**src/hw/rtl/srs_pkg.sv**
```systemverilog
// Package for the server route selector: payload types, status and kind codes.
// Depends on nothing; used by every module of the block.
`timescale 1ns / 1ps
`default_nettype none
package srs_pkg;

    localparam int NUM_TYPES_DEF = 8;
    localparam int MAX_SLOTS_DEF = 64;
    localparam int CFG_W = 7;
    localparam int ID_W = 6;
    localparam int TYPE_W = 4;

    localparam logic [1:0] KIND_REG = 2'd0;
    localparam logic [1:0] KIND_DISC = 2'd1;
    localparam logic [1:0] KIND_XFER = 2'd2;
    localparam logic [1:0] KIND_IGNORE = 2'd3;

    localparam logic [2:0] MODE_ID = 3'd0;
    localparam logic [2:0] MODE_HASH = 3'd1;
    localparam logic [2:0] MODE_BCAST = 3'd2;
    localparam logic [2:0] MODE_RAND = 3'd3;
    localparam logic [2:0] MODE_REXC = 3'd4;

    localparam logic [2:0] ST_OK = 3'd0;
    localparam logic [2:0] ST_TYPE = 3'd1;
    localparam logic [2:0] ST_ID = 3'd2;
    localparam logic [2:0] ST_NOCONN = 3'd3;
    localparam logic [2:0] ST_NODEST = 3'd4;
    localparam logic [2:0] ST_REPLACED = 3'd5;

    typedef struct packed {
        logic [1:0]  kind;
        logic [3:0]  dest_type;
        logic [5:0]  dest_id;
        logic [2:0]  route_mode;
        logic [31:0] hash_key;
        logic [5:0]  random_start;
        logic [5:0]  excluded_id;
    } srs_in_t;

    typedef struct packed {
        logic [5:0] chosen_id;
        logic       delivered;
        logic [2:0] status;
        logic       last;
    } srs_out_t;

    // Item after classification, handed from the front part to the back part.
    typedef struct packed {
        srs_in_t    item;
        logic [6:0] cnt;
        logic       type_ok;
    } srs_cmd_t;

endpackage
`default_nettype wire

```
**src/hw/rtl/server_route_selector.sv**
```systemverilog
// Server route selector top level. Register, disconnect and by-id items are decided as
// soon as the back part takes them; hash keys are reduced one remainder bit per cycle;
// random items reduce their start offset and then scan slot by slot; broadcast items scan
// each slot up to the last registered slot. The back part holds one item at a time and
// takes the next once the previous has finished; a full output queue stalls it.
// Reset clears the slot counts, all marks and both queues.
`timescale 1ns / 1ps
`default_nettype none
module server_route_selector
    import srs_pkg::*;
#(
    parameter int NUM_TYPES = NUM_TYPES_DEF,
    parameter int MAX_SLOTS = MAX_SLOTS_DEF
)
(
    input  wire logic       clk,
    input  wire logic       rst_n,
    input  wire srs_in_t    in_item,
    input  wire logic       push,
    output logic            full,
    output srs_out_t        out_item,
    output logic            empty,
    input  wire logic       pop,
    input  wire logic       cfg_valid,
    output logic            cfg_ready,
    input  wire logic [2:0] cfg_index,
    input  wire logic [CFG_W-1:0] cfg_data
);

    logic [NUM_TYPES*CFG_W-1:0] slots_reg;
    srs_cmd_t cmd;
    logic     cmd_valid, cmd_take;

    assign cfg_ready = 1'b1;

    // Slot count registers.
    always_ff @(posedge clk or negedge rst_n)
    begin
        if (!rst_n)
        begin
            slots_reg <= '0;
        end
        else if (cfg_valid && 32'(cfg_index) < NUM_TYPES)
        begin
            slots_reg[32'(cfg_index)*CFG_W +: CFG_W] <= cfg_data;
        end
    end

    srs_front #(.NUM_TYPES(NUM_TYPES), .MAX_SLOTS(MAX_SLOTS)) u_front (
        .clk(clk), .rst_n(rst_n), .in_item(in_item), .push(push), .full(full),
        .slots(slots_reg), .cmd(cmd), .cmd_valid(cmd_valid), .cmd_take(cmd_take)
    );

    srs_back #(.NUM_TYPES(NUM_TYPES), .MAX_SLOTS(MAX_SLOTS)) u_back (
        .clk(clk), .rst_n(rst_n), .cmd(cmd), .cmd_valid(cmd_valid),
        .cmd_take(cmd_take), .res(out_item), .empty(empty), .pop(pop)
    );

endmodule
`default_nettype wire

```
**src/hw/rtl/srs_front.sv**
```systemverilog
// Front part: accepts items, drops kind three, looks up the slot count and
// queues classified items for the back part. Uses srs_pkg.
`timescale 1ns / 1ps
`default_nettype none
module srs_front
    import srs_pkg::*;
#(
    parameter int NUM_TYPES = NUM_TYPES_DEF,
    parameter int MAX_SLOTS = MAX_SLOTS_DEF
)
(
    input  wire logic            clk,
    input  wire logic            rst_n,
    input  wire srs_in_t         in_item,
    input  wire logic            push,
    output logic                 full,
    input  wire logic [NUM_TYPES*CFG_W-1:0] slots,
    output srs_cmd_t             cmd,
    output logic                 cmd_valid,
    input  wire logic            cmd_take
);

    srs_cmd_t   q_reg [2];
    logic       wp_reg, rp_reg;
    logic [1:0] n_reg;
    srs_cmd_t   c_next;
    logic [CFG_W-1:0] raw;
    logic       acc;

    // Classify the incoming item: type range and clamped slot count.
    always_comb
    begin
        c_next.item = in_item;
        c_next.type_ok = (32'(in_item.dest_type) < NUM_TYPES);
        raw = '0;
        for (int t = 0; t < NUM_TYPES; t++)
        begin
            if (32'(in_item.dest_type) == t)
            begin
                raw = slots[t*CFG_W +: CFG_W];
            end
        end
        c_next.cnt = (32'(raw) > MAX_SLOTS) ? 7'(MAX_SLOTS) : raw;
    end

    assign full = (n_reg == 2'd2);
    assign acc = push && !full && (in_item.kind != KIND_IGNORE);
    assign cmd_valid = (n_reg != 2'd0);
    assign cmd = q_reg[rp_reg];

    // Two-entry queue between the parts.
    always_ff @(posedge clk)
    begin
        if (acc)
        begin
            q_reg[wp_reg] <= c_next;
        end
    end

    always_ff @(posedge clk or negedge rst_n)
    begin
        if (!rst_n)
        begin
            wp_reg <= 1'b0;
            rp_reg <= 1'b0;
            n_reg <= 2'd0;
        end
        else
        begin
            if (acc)
            begin
                wp_reg <= !wp_reg;
            end
            if (cmd_take)
            begin
                rp_reg <= !rp_reg;
            end
            n_reg <= n_reg + {1'b0, acc} - {1'b0, cmd_take};
        end
    end

endmodule
`default_nettype wire

```
**src/hw/rtl/srs_back.sv**
```systemverilog
// Back part: holds the slot marks, reduces hash keys and random start offsets,
// scans slots and emits result items into a two-entry output queue. Uses srs_pkg.
`timescale 1ns / 1ps
`default_nettype none
module srs_back
    import srs_pkg::*;
#(
    parameter int NUM_TYPES = NUM_TYPES_DEF,
    parameter int MAX_SLOTS = MAX_SLOTS_DEF
)
(
    input  wire logic     clk,
    input  wire logic     rst_n,
    input  wire srs_cmd_t cmd,
    input  wire logic     cmd_valid,
    output logic          cmd_take,
    output srs_out_t      res,
    output logic          empty,
    input  wire logic     pop
);

    localparam int TW = (NUM_TYPES > 1) ? $clog2(NUM_TYPES) : 1;

    localparam logic [2:0] S_IDLE = 3'd0;
    localparam logic [2:0] S_MOD = 3'd1;
    localparam logic [2:0] S_SCAN = 3'd2;
    localparam logic [2:0] S_FALL = 3'd3;

    logic [MAX_SLOTS-1:0] regd_reg [NUM_TYPES];
    logic [MAX_SLOTS-1:0] conn_reg [NUM_TYPES];

    logic [2:0]  st_reg;
    srs_cmd_t    c_reg;
    logic [38:0] rem_reg;
    logic [5:0]  bit_reg;
    logic [6:0]  idx_reg;
    logic [6:0]  i_reg;
    logic        any_reg;

    srs_out_t    oq_reg [2];
    logic        owp_reg, orp_reg;
    logic [1:0]  on_reg;

    logic        emit;
    srs_out_t    e;
    logic        space;
    logic [TW-1:0] tt;
    logic [MAX_SLOTS-1:0] rrow, crow;
    logic [38:0] trial;
    logic        skip;
    logic [6:0]  idx_wrap;
    logic        more;

    assign space = (on_reg != 2'd2) || pop;
    assign empty = (on_reg == 2'd0);
    assign res = oq_reg[orp_reg];
    assign tt = c_reg.item.dest_type[TW-1:0];
    assign rrow = regd_reg[tt];
    assign crow = conn_reg[tt];
    assign trial = rem_reg - ({32'd0, c_reg.cnt} << bit_reg);
    assign skip = (c_reg.item.route_mode == MODE_REXC)
        && ({1'b0, c_reg.item.excluded_id} < c_reg.cnt);
    assign idx_wrap = (idx_reg + 7'd1 >= c_reg.cnt) ? 7'd0 : idx_reg + 7'd1;

    // Whether a registered slot lies above the scan index within the slot count.
    always_comb
    begin
        more = 1'b0;
        for (int k = 0; k < MAX_SLOTS; k++)
        begin
            if (rrow[k] && (k > 32'(idx_reg)) && (k < 32'(c_reg.cnt)))
            begin
                more = 1'b1;
            end
        end
    end

    // One result per cycle at most, decided by the sequencer state.
    always_comb
    begin
        emit = 1'b0;
        e = '0;
        cmd_take = 1'b0;
        if (st_reg == S_IDLE && cmd_valid && space)
        begin
            if (!cmd.type_ok)
            begin
                emit = 1'b1;
                e.chosen_id = (cmd.item.kind == KIND_XFER) ? 6'd0 : cmd.item.dest_id;
                e.status = ST_TYPE;
                e.last = 1'b1;
                cmd_take = 1'b1;
            end
            else if (cmd.item.kind != KIND_XFER || cmd.item.route_mode == MODE_ID)
            begin
                emit = 1'b1;
                e.chosen_id = cmd.item.dest_id;
                e.last = 1'b1;
                cmd_take = 1'b1;
                if ({1'b0, cmd.item.dest_id} >= cmd.cnt)
                begin
                    e.status = ST_ID;
                end
                else if (cmd.item.kind == KIND_REG)
                begin
                    e.status = conn_reg[cmd.item.dest_type[TW-1:0]][cmd.item.dest_id[$clog2(MAX_SLOTS > 1 ? MAX_SLOTS : 2)-1:0]]
                        ? ST_REPLACED : ST_OK;
                end
                else if (cmd.item.kind == KIND_DISC)
                begin
                    e.status = ST_OK;
                end
                else if (conn_reg[cmd.item.dest_type[TW-1:0]][cmd.item.dest_id[$clog2(MAX_SLOTS > 1 ? MAX_SLOTS : 2)-1:0]])
                begin
                    e.delivered = 1'b1;
                    e.status = ST_OK;
                end
                else
                begin
                    e.status = ST_NOCONN;
                end
            end
            else if (cmd.cnt == 7'd0 || cmd.item.route_mode > MODE_REXC)
            begin
                emit = 1'b1;
                e.status = ST_NODEST;
                e.last = 1'b1;
                cmd_take = 1'b1;
            end
            else
            begin
                cmd_take = 1'b1;
            end
        end
        else if (space && st_reg == S_MOD && bit_reg == 6'd0
                 && c_reg.item.route_mode == MODE_HASH)
        begin
            emit = 1'b1;
            e.chosen_id = trial[38] ? rem_reg[5:0] : trial[5:0];
            e.delivered = crow[e.chosen_id];
            e.status = e.delivered ? ST_OK : ST_NOCONN;
            e.last = 1'b1;
        end
        else if (space && st_reg == S_SCAN)
        begin
            if (c_reg.item.route_mode == MODE_BCAST)
            begin
                if (rrow[idx_reg[5:0]])
                begin
                    emit = 1'b1;
                    e.chosen_id = idx_reg[5:0];
                    e.delivered = crow[idx_reg[5:0]];
                    e.status = e.delivered ? ST_OK : ST_NOCONN;
                    e.last = !more;
                end
                else if (idx_reg + 7'd1 == c_reg.cnt && !any_reg)
                begin
                    emit = 1'b1;
                    e.status = ST_NODEST;
                    e.last = 1'b1;
                end
            end
            else if (rrow[idx_reg[5:0]] && !(skip && idx_reg[5:0] == c_reg.item.excluded_id))
            begin
                emit = 1'b1;
                e.chosen_id = idx_reg[5:0];
                e.delivered = crow[idx_reg[5:0]];
                e.status = e.delivered ? ST_OK : ST_NOCONN;
                e.last = 1'b1;
            end
        end
        else if (space && st_reg == S_FALL)
        begin
            emit = 1'b1;
            e.last = 1'b1;
            if (skip && rrow[c_reg.item.excluded_id])
            begin
                e.chosen_id = c_reg.item.excluded_id;
                e.delivered = crow[c_reg.item.excluded_id];
                e.status = e.delivered ? ST_OK : ST_NOCONN;
            end
            else
            begin
                e.status = ST_NODEST;
            end
        end
    end

    // Output queue: one result written, one popped per cycle.
    always_ff @(posedge clk)
    begin
        if (emit)
        begin
            oq_reg[owp_reg] <= e;
        end
    end

    // Sequencer over the modulo reduction and the slot scan; also updates the slot marks and output queue pointers.
    always_ff @(posedge clk or negedge rst_n)
    begin
        if (!rst_n)
        begin
            st_reg <= S_IDLE;
            c_reg <= '0;
            rem_reg <= '0;
            bit_reg <= '0;
            idx_reg <= '0;
            i_reg <= '0;
            owp_reg <= 1'b0;
            orp_reg <= 1'b0;
            on_reg <= 2'd0;
            any_reg <= 1'b0;
            for (int t = 0; t < NUM_TYPES; t++)
            begin
                regd_reg[t] <= '0;
                conn_reg[t] <= '0;
            end
        end
        else
        begin
            if (emit)
            begin
                owp_reg <= !owp_reg;
            end
            if (pop && !empty)
            begin
                orp_reg <= !orp_reg;
            end
            on_reg <= on_reg + {1'b0, emit} - {1'b0, pop && !empty};
            case (st_reg)
                S_IDLE:
                begin
                    if (cmd_take)
                    begin
                        c_reg <= cmd;
                        any_reg <= 1'b0;
                        if (cmd.type_ok && cmd.item.kind != KIND_XFER
                            && {1'b0, cmd.item.dest_id} < cmd.cnt)
                        begin
                            if (cmd.item.kind == KIND_REG)
                            begin
                                regd_reg[cmd.item.dest_type[TW-1:0]][cmd.item.dest_id] <= 1'b1;
                                conn_reg[cmd.item.dest_type[TW-1:0]][cmd.item.dest_id] <= 1'b1;
                            end
                            else
                            begin
                                conn_reg[cmd.item.dest_type[TW-1:0]][cmd.item.dest_id] <= 1'b0;
                            end
                        end
                        if (!emit)
                        begin
                            idx_reg <= 7'd0;
                            i_reg <= 7'd0;
                            if (cmd.item.route_mode == MODE_BCAST)
                            begin
                                st_reg <= S_SCAN;
                            end
                            else
                            begin
                                // Hash keys and random start offsets share the reduction.
                                st_reg <= S_MOD;
                                if (cmd.item.route_mode == MODE_HASH)
                                begin
                                    rem_reg <= {7'd0, cmd.item.hash_key};
                                    bit_reg <= 6'd32;
                                end
                                else
                                begin
                                    rem_reg <= {33'd0, cmd.item.random_start};
                                    bit_reg <= 6'd6;
                                end
                            end
                        end
                    end
                end
                S_MOD:
                begin
                    if (bit_reg != 6'd0)
                    begin
                        if (!trial[38])
                        begin
                            rem_reg <= trial;
                        end
                        bit_reg <= bit_reg - 6'd1;
                    end
                    else if (c_reg.item.route_mode != MODE_HASH)
                    begin
                        idx_reg <= trial[38] ? rem_reg[6:0] : trial[6:0];
                        st_reg <= S_SCAN;
                    end
                    else if (emit)
                    begin
                        st_reg <= S_IDLE;
                    end
                end
                S_SCAN:
                begin
                    if (c_reg.item.route_mode == MODE_BCAST)
                    begin
                        if (space)
                        begin
                            if (rrow[idx_reg[5:0]])
                            begin
                                any_reg <= 1'b1;
                            end
                            idx_reg <= idx_reg + 7'd1;
                            if (idx_reg + 7'd1 == c_reg.cnt || (rrow[idx_reg[5:0]] && !more))
                            begin
                                st_reg <= S_IDLE;
                            end
                        end
                    end
                    else if (emit)
                    begin
                        st_reg <= S_IDLE;
                    end
                    else if (space || !(rrow[idx_reg[5:0]]))
                    begin
                        idx_reg <= idx_wrap;
                        i_reg <= i_reg + 7'd1;
                        if (i_reg + 7'd1 == c_reg.cnt)
                        begin
                            st_reg <= S_FALL;
                        end
                    end
                end
                S_FALL:
                begin
                    if (emit)
                    begin
                        st_reg <= S_IDLE;
                    end
                end
                default:
                begin
                    st_reg <= S_IDLE;
                end
            endcase
        end
    end

endmodule
`default_nettype wire
```
**config.mk**
```make
export PLATFORM = sky130hd
export DESIGN_NAME = server_route_selector
export DESIGN_NICKNAME = d
export VERILOG_FILES = /design/src/hw/rtl/srs_pkg.sv /design/src/hw/rtl/server_route_selector.sv /design/src/hw/rtl/srs_front.sv /design/src/hw/rtl/srs_back.sv
export SDC_FILE = /design/constraint.sdc
export NUM_CORES = 2
export LEC_CHECK = 0
export BUFFER_PORTS_ARGS = -buffer_cell sky130_fd_sc_hd__buf_2
export CAP_MARGIN = 20
export CORE_UTILIZATION = 40
export CTS_CLUSTER_DIAMETER = 120
export DETAILED_ROUTE_END_ITERATION = 8
export GPL_ROUTABILITY_DRIVEN = 0
export PLACE_DENSITY_LB_ADDON = 0.15
export SLEW_MARGIN = 20
export SYNTH_ARGS = -nofsm -noshare
export SYNTH_HDL_FRONTEND = slang
export SYNTH_SLANG_ARGS = --single-unit
```
**constraint.sdc**
```tcl
create_clock -name clk -period 6.6 [get_ports clk]
set_input_delay 1.32 -clock clk [delete_from_list [all_inputs] [get_ports clk]]
set_output_delay 1.32 -clock clk [all_outputs]
set_load 0.01 [all_outputs]
```
==> results.yml <==
synthesis:
  async_flop_share: 0.884
  synth_ff_type: "dfrtp_1"
  yosysSeqAreaShare: 0.498
  yosysMostFrequentCell: "dfrtp_1"
  ys_warn_count: 0
  synth-seq-cells: 1323
  synth_edf_count: 154
  synth_area_per_cell_um2: 11.0
  synth_common_cells: "dfrtp_1, a21oi_1, a21o_1"
  yosysTopAreaCellShare: 0.430
  ys_types: 93
  synth_fp_nets: 6313
  synth_area_leaders: "dfrtp_1, mux4_2, edfxtp_1, a21o_1, a31oi_1"
  yosys.area.top_type: "dfrtp_1"
  netlist_area_um2: 68100
  syn_inst: 6169
setup_path:
  endpoint_kind: "flop"
  reg2reg_slack_ns: 0.52
  start_kind: "flop"
  r2r.worst_path.cells: 25
  crit_end: "u_back.oq_reg[0][4]"
  critPathKind: "reg -> reg"
  crit_fanout: 29
  startpoint: "u_back.c_reg[4]"
  worstPathRequired_ns: 7.15
  crit_arrival_ns: 6.63
  r2r_start: "u_back.c_reg[4]"
  rr_endpoint: "u_back.oq_reg[0][4]"
sta:
  maxSlewViolCount: 0
  fin_worst_skew_ns: 0.0321
  layout_min_cycle_time_ns: 6.08
  worst_slew_pin_slew_ns: 1.38
  rsz0062_at_grt: "no"
  setup_tns_ns: 0
  hold_viol: 0
  fmax_mhz: 165
  setup_viol: 0
  max-slew-margin-rel: 0.0512
  fin_crit_sh: 0.921
cts:
  cts_max_path_buffers: 3
  clkSinkCount: 1323
  clock_latency_ns: 0.83
  post_cts_buffers: 0
  cts_max_level: 4
  cts_tree: "done"
  cts.clk_slew.worst_paths_ns: 0.06
  ctsHoldBuffers: 0
  cts_root_buf: "clkbuf_16"
  cts_buffers: 150
place:
  portBuffers: 86
  place_inst: 8142
  dp_hpwl_um: 156000
  placed_cell_area_um2: 71700
floorplanning:
  initial_core_util: 0.403
  die_area_um2: 172000
  io_pins: 88
  die_w_um: 415
  core_um2: 169000
  die_h_um: 415
  std_cell_rows: 151
finish:
  finalInstanceArea_um2: 76700
  area_growth_syn_to_layout_pct: 12.7
  multiInputGateArea_um2: 31700
  drive_above_1_share: 0.173
  instances_no_fill: 8413
  seqCellArea_um2: 33900
  final_util: 0.454
  finish.net_count: 6220
  n_fill_cell: 15600
detailed_routing:
  ant_nets: 0
  drt-wirelength-per-cell_um: 29.1
  drtIter0Drc: 6710
  drc: 0
  totalWireLength_um: 245000
  first_pass_iters: 6
  viasPerCell: 6.53
  via_count: 54900
power:
  power_mw: 32.0
  ir_drop_mv: 0.278
  leakagePower_nw: 37.1
  p_per_area_nw_per_um2: 417
global_routing:
  grt_pass1_vias: 53000
  grt_pass1_wl_um: 363000
  grt.overflow.total: 0
  track_usage: 0.280
  grt_max_degree: 193
  antenna_found_initial: 6
status:
  status: "completed"
job:
  maxCapViolCount: 0
worst_hold_path:
  hp-class: "reg -> reg"
[area by class of cell]
class                      count  share of cell area
clock buffer                 214              0.0553
timing repair buffer         377              0.0408
clock inverter                54              0.0101
multi-input combinational   4159               0.413
antenna                        3           0.0000978
inverter                      65             0.00329
tap                         2218              0.0362
sequential                  1323               0.442
[what timing repair did]
action                                  4_1_cts  5_1_grt
endpoints found under the setup margin        0        6
gates resized for setup                       0        5
endpoints found under the hold margin         0        0
[how the worst min path moves through the flow]
stage / depth (start not counted) / startpoint / end
global route: 1 / u_back.regd_reg[294] / u_back.regd_reg[294]
floorplan: 1 / u_back.regd_reg[436] / u_back.regd_reg[436]
CTS: 1 / u_back.regd_reg[501] / u_back.regd_reg[501]
detailed placement: 1 / u_back.regd_reg[501] / u_back.regd_reg[501]
global placement: 1 / u_back.regd_reg[373] / u_back.regd_reg[373]
finish: 1 / u_back.regd_reg[436] / u_back.regd_reg[436]
[per-stage QoR]
step	hold slack, ns	worst slack [ns]
finish	0.444	0.523
global placement	0.431	0.419
detailed placement	0.437	0.375
global route	0.455	0.0959
floorplan	0.420	0.910
CTS	0.449	0.340
[kinds of logic (layout without fill, tap and decap cells)]
kind of cell	count (synthesis)	count (layout)	share of synthesized area
AOI/OAI and AO/OA	2490	2490	0.231
DFF	1323	1323	0.498
and+or+nand+nor	968	968	0.0658
buffers and inverters	687	710	0.0411
muxes	568	568	0.143
adders and majority gates	70	70	0.0130
xor gates and xnor gates	61	61	0.00785
other	2	5	0.000110
[per-layer routing]
| layer | vias to the layer above | global-route usage | share of wire |
|---|---|---|---|
| met3 | 620 | 0.0658 | 0.089 |
| met2 | 2784 | 0.413 | 0.44 |
| met1 | 28000 | 0.391 | 0.43 |
| li1 | 23600 | - | - |
| met4 | 6 | 0.125 | 0.050 |
| met5 | - | 0 | 0.00015 |
[cell usage in the layout (no fill, tap or decap), types with 154 or more instances in the layout]
cell      count
mux2i_1     162
edfxtp_1    154
nand2_1     331
buf_4       250
dfrtp_1    1162
a31oi_1     538
nor2_1      266
mux4_2      314
a21oi_1     664
a21o_1      539
o21ai_0     156
o22ai_1     342
[worst max-delay path, cell delays in order, from the launching register on]
cell and delay [ns]:
dfrtp_1 0.38, clkinv_1 0.10, o21ai_0 0.34, nor2_1 0.10
o31ai_1 0.30, buf_4 0.19, nand2_1 0.05, o21ai_0 0.12
nand2_1 0.14, ha_1 0.38, and3_1 0.22, and3_1 0.20
o311ai_0 0.21, nand2_1 0.18, a21oi_1 0.11, buf_4 0.18
o31ai_2 0.35, xor2_4 0.29, buf_4 0.35, mux2_2 0.39
o21ba_2 0.23, o211a_1 0.13, a32oi_1 0.07, or4_1 0.59
nand2_1 0.08, o21ai_0 0.10
[report_power, final]
part / switching [mW] / leakage (nW) / internal [mW]
combinational: 8.83 / 17.2 / 4.85
sequential: 0.773 / 17.5 / 9.01
clock: 3.60 / 2.43 / 4.92
total: 13.2 / 37.1 / 18.8
No activity file was read; power rests on OpenSTA's default activity.
